===== src/hdl/bvp_div_cell.sv =====
// bvp_div_cell: one quotient bit of a restoring divider
// self-contained; chained by bvp_div
`default_nettype none

module bvp_div_cell #(
	parameter int N  = 48,
	parameter int D  = 32,
	parameter int QB = 16,
	parameter int I  = 0,
	parameter int W  = 1
) (
	input  logic          clk,
	input  logic          arst_n,
	input  logic          in_valid,
	input  logic [N-1:0]  in_rem,
	input  logic [D-1:0]  in_den,
	input  logic [QB-1:0] in_quo,
	input  logic [W-1:0]  in_side,
	output logic          out_valid,
	output logic [N-1:0]  out_rem,
	output logic [D-1:0]  out_den,
	output logic [QB-1:0] out_quo,
	output logic [W-1:0]  out_side
);

	logic [N-1:0] den_sh;
	logic         take;

	always_comb begin
		den_sh = N'(in_den) << I;
		take   = in_rem >= den_sh;
	end

	always_ff @(posedge clk or negedge arst_n) begin
		if (!arst_n) begin
			out_valid <= 1'b0;
		end else begin
			out_valid <= in_valid;
		end
	end

	always_ff @(posedge clk) begin
		out_den  <= in_den;
		out_side <= in_side;
		if (take) begin
			out_rem <= in_rem - den_sh;
			out_quo <= in_quo | (QB'(1) << I);
		end else begin
			out_rem <= in_rem;
			out_quo <= in_quo;
		end
	end

endmodule

`default_nettype wire


===== src/hdl/bvp_div.sv =====
// bvp_div: chain of divider cells, one quotient bit per cell per cycle
// depends on bvp_div_cell
`default_nettype none

module bvp_div #(
	parameter int N  = 48,
	parameter int D  = 32,
	parameter int QB = 16,
	parameter int W  = 1
) (
	input  logic          clk,
	input  logic          arst_n,
	input  logic          in_valid,
	input  logic [N-1:0]  in_num,
	input  logic [D-1:0]  in_den,
	input  logic [W-1:0]  in_side,
	output logic          out_valid,
	output logic [QB-1:0] out_quo,
	output logic [W-1:0]  out_side
);

	logic          vld_c  [QB+1];
	logic [N-1:0]  rem_c  [QB+1];
	logic [D-1:0]  den_c  [QB+1];
	logic [QB-1:0] quo_c  [QB+1];
	logic [W-1:0]  side_c [QB+1];

	assign vld_c[0]  = in_valid;
	assign rem_c[0]  = in_num;
	assign den_c[0]  = in_den;
	assign quo_c[0]  = '0;
	assign side_c[0] = in_side;

	for (genvar k = 0; k < QB; k++) begin : g_cell
		bvp_div_cell #(.N(N), .D(D), .QB(QB), .I(QB - 1 - k), .W(W)) u_cell (
			.clk      (clk),
			.arst_n   (arst_n),
			.in_valid (vld_c[k]),
			.in_rem   (rem_c[k]),
			.in_den   (den_c[k]),
			.in_quo   (quo_c[k]),
			.in_side  (side_c[k]),
			.out_valid(vld_c[k+1]),
			.out_rem  (rem_c[k+1]),
			.out_den  (den_c[k+1]),
			.out_quo  (quo_c[k+1]),
			.out_side (side_c[k+1])
		);
	end

	assign out_valid = vld_c[QB];
	assign out_quo   = quo_c[QB];
	assign out_side  = side_c[QB];

endmodule

`default_nettype wire


===== config.mk =====
export PLATFORM = sky130hd
export DESIGN_NAME = bvp_div
export DESIGN_NICKNAME = d
export VERILOG_FILES = /design/src/hdl/bvp_div_cell.sv /design/src/hdl/bvp_div.sv
export SDC_FILE = /design/constraint.sdc
export NUM_CORES = 2
export LEC_CHECK = 0
export BUFFER_PORTS_ARGS = -buffer_cell sky130_fd_sc_hd__buf_2
export CAP_MARGIN = 20
export CORE_ASPECT_RATIO = 1.1
export CORE_MARGIN = 2
export CORE_UTILIZATION = 45
export CTS_CLUSTER_SIZE = 10
export DETAILED_ROUTE_END_ITERATION = 6
export HOLD_SLACK_MARGIN = 0.1
export PLACE_DENSITY_LB_ADDON = 0.2
export SYNTH_ARGS = -nofsm -noshare
export SYNTH_HDL_FRONTEND = slang
export SYNTH_SLANG_ARGS = --single-unit

===== constraint.sdc =====
create_clock -name clk -period 3.33 [get_ports clk]
set_input_delay 0.1665 -clock clk [delete_from_list [all_inputs] [get_ports clk]]
set_output_delay 0.1665 -clock clk [all_outputs]
set_load 0.02 [all_outputs]

=== After elaboration in Yosys (flattened, before gate mapping) ===
Index checks and enable logic that the tools add are counted.

* Memory bits (read-only): 0
* Logic and storage cells: 140
* Memories: 0
* Memory bits (writable): 0
* Register bits after elaboration: 1488
* Bits in latches: 0

* Reduce and logical (&&, ||, !) cells: 0
* Divide/modulo/power cells: 0
* Add/sub/neg operators: 15
* $lt $le $gt $ge: 16
* Bitwise gates (word level): 0
* Shift operators: 0
* Eq/ne operators: 0
* Multipliers: 0
* Multiplexer cells: 16

{| class="wikitable"
|+ Operator list
! operator !! count
|-
| 48-bit 2-to-1 mux || 15
|-
| 48-bit by 32-bit greater-or-equal comparator with 1-bit output || 1
|-
| 48-bit by 33-bit greater-or-equal comparator with 1-bit output || 1
|-
| 48-bit by 34-bit greater-or-equal comparator with 1-bit output || 1
|-
| 48-bit by 35-bit greater-or-equal comparator with 1-bit output || 1
|-
| 48-bit by 36-bit greater-or-equal comparator with 1-bit output || 1
|-
| 48-bit by 37-bit greater-or-equal comparator with 1-bit output || 1
|-
| 48-bit by 38-bit greater-or-equal comparator with 1-bit output || 1
|-
| 48-bit by 39-bit greater-or-equal comparator with 1-bit output || 1
|-
| 48-bit by 40-bit greater-or-equal comparator with 1-bit output || 1
|-
| 48-bit by 41-bit greater-or-equal comparator with 1-bit output || 1
|-
| 48-bit by 42-bit greater-or-equal comparator with 1-bit output || 1
|-
| 48-bit by 43-bit greater-or-equal comparator with 1-bit output || 1
|-
| 48-bit by 44-bit greater-or-equal comparator with 1-bit output || 1
|-
| 48-bit by 45-bit greater-or-equal comparator with 1-bit output || 1
|-
| 48-bit by 46-bit greater-or-equal comparator with 1-bit output || 1
|-
| 48-bit by 47-bit greater-or-equal comparator with 1-bit output || 1
|-
| 48-bit by 33-bit subtractor with 48-bit output || 1
|-
| 48-bit by 34-bit subtractor with 48-bit output || 1
|-
| 48-bit by 35-bit subtractor with 48-bit output || 1
|-
| 48-bit by 36-bit subtractor with 48-bit output || 1
|-
| 48-bit by 37-bit subtractor with 48-bit output || 1
|-
| 48-bit by 38-bit subtractor with 48-bit output || 1
|-
| 48-bit by 39-bit subtractor with 48-bit output || 1
|-
| other kinds (9) || 9
|}

=== Depth between registers and ports, before layout ===
* Word-level depth: 2
* Mapped depth: 15
* Depth with buffers taken out: 14

=== By module ===
Synthesis repeated with hierarchy kept, for this count alone.

* Cells, all modules: 8011
* Area, all modules: 72699.7 um^2

{| class="wikitable"
|+ Modules (own cells, without submodules)
! module !! cells an instance !! instances !! area an instance (um^2)
|-
| bvp_div_cell at g_cell[11].u_cell || 536 || 1 || 4785.8
|-
| bvp_div_cell at g_cell[4].u_cell || 537 || 1 || 4709.5
|-
| bvp_div_cell at g_cell[13].u_cell || 515 || 1 || 4649.5
|-
| bvp_div_cell at g_cell[12].u_cell || 511 || 1 || 4639.4
|-
| bvp_div_cell at g_cell[15].u_cell || 527 || 1 || 4621.9
|-
| bvp_div_cell at g_cell[8].u_cell || 516 || 1 || 4604.4
|-
| bvp_div_cell at g_cell[7].u_cell || 510 || 1 || 4594.4
|-
| bvp_div_cell at g_cell[9].u_cell || 501 || 1 || 4580.6
|-
| bvp_div_cell at g_cell[14].u_cell || 510 || 1 || 4568.1
|-
| bvp_div_cell at g_cell[2].u_cell || 484 || 1 || 4549.4
|-
| bvp_div_cell at g_cell[10].u_cell || 483 || 1 || 4448.0
|-
| bvp_div_cell at g_cell[5].u_cell || 484 || 1 || 4429.2
|-
| bvp_div_cell at g_cell[3].u_cell || 483 || 1 || 4423.0
|-
| bvp_div_cell at g_cell[6].u_cell || 490 || 1 || 4394.2
|-
| +3 rows || n/a || n/a || n/a
|}

=== Worst setup path after synthesis ===
OpenSTA, ideal clock, no wires.

* Path type: flip-flop to flip-flop
* Start: register g_cell[2].u_cell.out_rem[12]
* End: register g_cell[3].u_cell.out_rem[47]
* Data required time: 3.256 ns
* Buffers on the path: 1
* Path slack: -0.105 ns
* Stages on the path, launching flop included: 15
* Period minus slack after synthesis: 3.435 ns
* Arrival: 3.361 ns
* Path through: dfxtp_1 inv_1 ha_1 fa_1 nand2b_1 a31oi_2 nor3_1 o41ai_2 a221o_2 nor4_1 or3_1 clkbuf_1 or4b_1 or3_1 o21ai_0

* Cells in the longest elaborated chain, start to end: 2
* Elaborated cells between the ends (all ways): 3
* Those cells by class: add/sub: 1; order compare: 1; mux: 1

{| class="wikitable"
|+ Ends and longest elaborated chain
! element !! line !! RTL
|-
| start: declaration || bvp_div_cell.sv:20 || <nowiki>output logic [N-1:0] out_rem,</nowiki>
|-
| start signal: assignment || bvp_div_cell.sv:46 || <nowiki>out_rem <= in_rem - den_sh;</nowiki>
|-
| start signal: assignment || bvp_div_cell.sv:49 || <nowiki>out_rem <= in_rem;</nowiki>
|-
| 48-bit by 44-bit subtractor with 48-bit output / 48-bit by 44-bit greater-or-equal comparator with 1-bit output (equally long branches) || bvp_div_cell.sv:46, bvp_div_cell.sv:31 ||
|-
| 48-bit 2-to-1 mux * || bvp_div_cell.sv:45 || <nowiki>if (take) begin</nowiki>
|-
| end signal: assignment || bvp_div_cell.sv:46 ||
|-
| end signal: assignment || bvp_div_cell.sv:49 ||
|-
| end: declaration || bvp_div_cell.sv:20 ||
|}

Mark *: on every way between the ends. The rest lies on a longest branch, timed or not.
A chain may end at the register's enable or synchronous reset.

=== Worst setup path in the final report ===
* Start: register g_cell[2].u_cell.out_den[0]
* End: register g_cell[3].u_cell.out_rem[47]

* Cells in the longest elaborated chain, start to end: 2
* Elaborated cells between the ends (all ways): 3
* Those cells by class: add/sub: 1; order compare: 1; mux: 1

{| class="wikitable"
|+ Ends and longest elaborated chain
! element !! line !! RTL
|-
| start: declaration || bvp_div_cell.sv:21 || <nowiki>output logic [D-1:0] out_den,</nowiki>
|-
| start signal: assignment || bvp_div_cell.sv:43 || <nowiki>out_den <= in_den;</nowiki>
|-
| 48-bit by 44-bit subtractor with 48-bit output / 48-bit by 44-bit greater-or-equal comparator with 1-bit output (equally long branches) || bvp_div_cell.sv:46, bvp_div_cell.sv:31 ||
|-
| 48-bit 2-to-1 mux * || bvp_div_cell.sv:45 ||
|}

Marks and branches as above.

==> metrics.txt <==
Initial Util=0.4523; final setup vio count=6; Max Buffers Root-to-Sink=3; prevailing post-synth register cell=dfxtp_1; clk slew on worst S/H paths=0.05 ns; die area=143400 um2; detailed-placement wirelength estimate=129100 um; Root Buffer Master=clkbuf_16; Data required, critical path=4.06 ns; Worst VDD drop=0.0005669 V; drc violations=0; P_sw=0.03011 W; CTS buffer count=160; Synth Register Bits=1368; Post-synth EDFFs=0; slowest stage delay, CP=0.50 ns; endpoints failing hold=0; H-tree depth=4; Area Overhead vs Synth=24.84%; Comb pwr share=0.499; Worst slew margin=0.4129; max_cap viols=0; Avg Cell Area, Syn=9.016 um2; largest area contributor in the netlist=dfxtp_1; hold path depth=3; commonest cells after routing, fill and taps aside=dfxtp_1, buf_4, inv_1, a21oi_1, nand2_1; initial antenna violation count=0; sw frac=0.3806; CP bufs+invs=1; element type at the critical path start=flip-flop; clock power share=0.197; Core ar.=139600 um2; share of cells above drive strength 1=0.1770; Crit Path Class=flip-flop to flip-flop; synth top area cells=dfxtp_1, ha_1, a21oi_1; Flop pwr share=0.304; pin count of the biggest net entering global routing=50; multi-input combinational cell area=33690 um2; port bufs=101; DR vias/cell=5.211; R2R cell count=13; Crit. Startpoint=g_cell[2].u_cell.out_den[0]$_DFF_P_; ys async rst share=0.01170; register area=27480 um2; GRT Total Usage=0.2264; Die Ht=396.9 um; worst path arrival time=4.11 ns; Total Routed Length=166900 um; violated checks=setup timing; P_int=0.04901 W; area share of the largest cell type after synthesis=0.4286; skew final=0.04163 ns; register area share after synthesis=0.4349; synthesized area=63160 um2; Hold Startpoint=in_num[35]; I/O pin cnt=102; synth unique cells=81; post-route setup slack=-0.05345 ns; DR vias=51570; final max-slew violation count=0; CTS sink cnt=1368; crit path cell chain=ha_4 > fa_2 > nand2b_4 > a31oi_4 > nor3_4 > o41ai_2 > buf_4 > a221o_2 > nor4_2 > or3_4 > or4b_4 > or3_1 > o21ai_1; worst hold path class=primary input to flip-flop; slowest CP cell=or4b_4; Row Count=144; P_leak=36.28 nW; slew at the pin closest to its max-slew limit=0.8733 ns; Synthesized Nets=7616; Max FO, Critical Path=5; Initial DRC Count=2474; Syn Inst Count=7005; r2r startpoint=g_cell[2].u_cell.out_den[0]$_DFF_P_; RSZ-0062 raised after global routing=true; f_max=0.2956 GHz; Synthesis Warnings=0; cell family with most CP delay=simple AND/OR/NAND/NOR gates; CP endpoint kind=flip-flop; Nets=8629; first-pass detailed-route iteration total=5; fin util=0.5646; worst skew pair latency=0.80 ns; CP Depth=13; Post-DRT Antenna Nets=0; vias in the first global route=53760; # fillers=12350; GPL Wtd Cong=0.9702; CTS tree=done; drt wl/cell=16.86 um; total gr overflow=0; Final min period=3.383 ns; first-pass GRT wire length=262100 um; most common cell after layout, fill and taps aside=dfxtp_1; Pwr per Cell Area=1004 nW/um2; Final Cycle Share=1.016; die width=361.2 um; Inserted Diodes=0; outcome=complete, but fails checks; pre-CTS setup slack=-0.4289 ns
## sequential cells by signal (all words and copies together), names as in the netlist
name,flops
g_cell.u_cell.out_side,16
g_cell.u_cell.out_den,480
g_cell.u_cell.out_rem,720
g_cell.u_cell.out_quo,136
g_cell.u_cell.out_valid,16
## layout make-up
cell class	instances	share of cell area
clock buffer	196	0.05416
multi-input combinational	4795	0.4274
tap	1825	0.02896
sequential	1368	0.3485
timing repair buffer	1045	0.1055
inverter	648	0.03085
clock inverter	20	0.004666
## cell families after synthesis
| group | synth area share |
|---|---|
| AO/OA/AOI/OAI | 0.1894 |
| AND/OR/NAND/NOR | 0.1306 |
| flip-flops | 0.4349 |
| buffers and inverters | 0.05028 |
| adder cells (fa/ha/maj) | 0.1062 |
| XOR/XNOR | 0.07281 |
| multiplexers | 0.01581 |
## power by group through the flow
stage	combinational, W	clock [W]	sequential (W)
final	0.0395	0.0156	0.0240
after CTS	0.0385	0.0161	0.0240
after global placement	0.0373	0	0.0243
after floorplan	0.0255	0	0.0233
after global routing	0.0436	0.0168	0.0246
after detailed placement	0.0376	0	0.0243
## cell usage after synthesis (47+ instances only)
master	count
o21ai_0	468
o21a_1	56
a21o_1	308
nand2b_1	70
nor3_1	113
nor2b_1	62
o21bai_1	65
ha_1	512
nand3_1	113
nor4_1	65
nand4_1	98
mux2_2	86
inv_1	646
nand2_1	545
and3_1	47
a211oi_1	51
xnor2_1	303
dfxtp_1	1352
xor2_1	222
nor2_1	440
a31oi_1	66
clkbuf_1	171
a21oi_1	623
## routing by layer
layer  share of wire  up-vias  track usage
met2            0.55     1072       0.4643
met5               0        -            0
met4           0.072        0       0.1510
met1            0.35    23530       0.2016
li1                -    26380            -
met3           0.026      598      0.03045
## through the flow
step	cells	setup TNS, ns	power [W]	hold slack [ns]	instance area (um2)
CTS	9859	-0.2132	0.07859	0.1020	77710
finish	9897	-0.1495	0.07912	0.1713	78840
floorplan	7005	-0.0002922	0.04885	-0.1291	63180
detailed placement	9486	-16.83	0.06192	0.09085	71060
global placement	9486	-10.50	0.06160	0.07993	71060
global route	9897	-2.372	0.08494	0.1500	78840
## timing repair
action                     4_1_cts  5_1_grt
hold endpoints to repair        99        0
setup endpoints to repair      202      322
cloned                           2        7
hold buffers                   147        0
gates resized for setup        101      200
buffers inserted                 8       37
pin swaps                       29       97
## worst register-to-register path: stages, from the launching register on
cell and delay (ns):
dfxtp_1 0.34, ha_4 0.17, fa_2 0.34, nand2b_4 0.16
a31oi_4 0.24, nor3_4 0.08, o41ai_2 0.27, buf_4 0.19
a221o_2 0.20, nor4_2 0.06, or3_4 0.38, or4b_4 0.50
or3_1 0.32, o21ai_1 0.07
## final timing paths
check                                                   endpoint  slack [ns]
min in group asynchronous   g_cell[2].u_cell.out_valid$_DFF_PN0_        0.50
min reg2reg                 g_cell[14].u_cell.out_quo[5]$_DFF_P_        0.30
max in group asynchronous  g_cell[14].u_cell.out_valid$_DFF_PN0_        2.37
max                         g_cell[3].u_cell.out_rem[47]$_DFF_P_       -0.05
max reg2reg                 g_cell[3].u_cell.out_rem[47]$_DFF_P_       -0.05
min                         g_cell[0].u_cell.out_rem[35]$_DFF_P_        0.17
(Power assumes the default switching activity.)
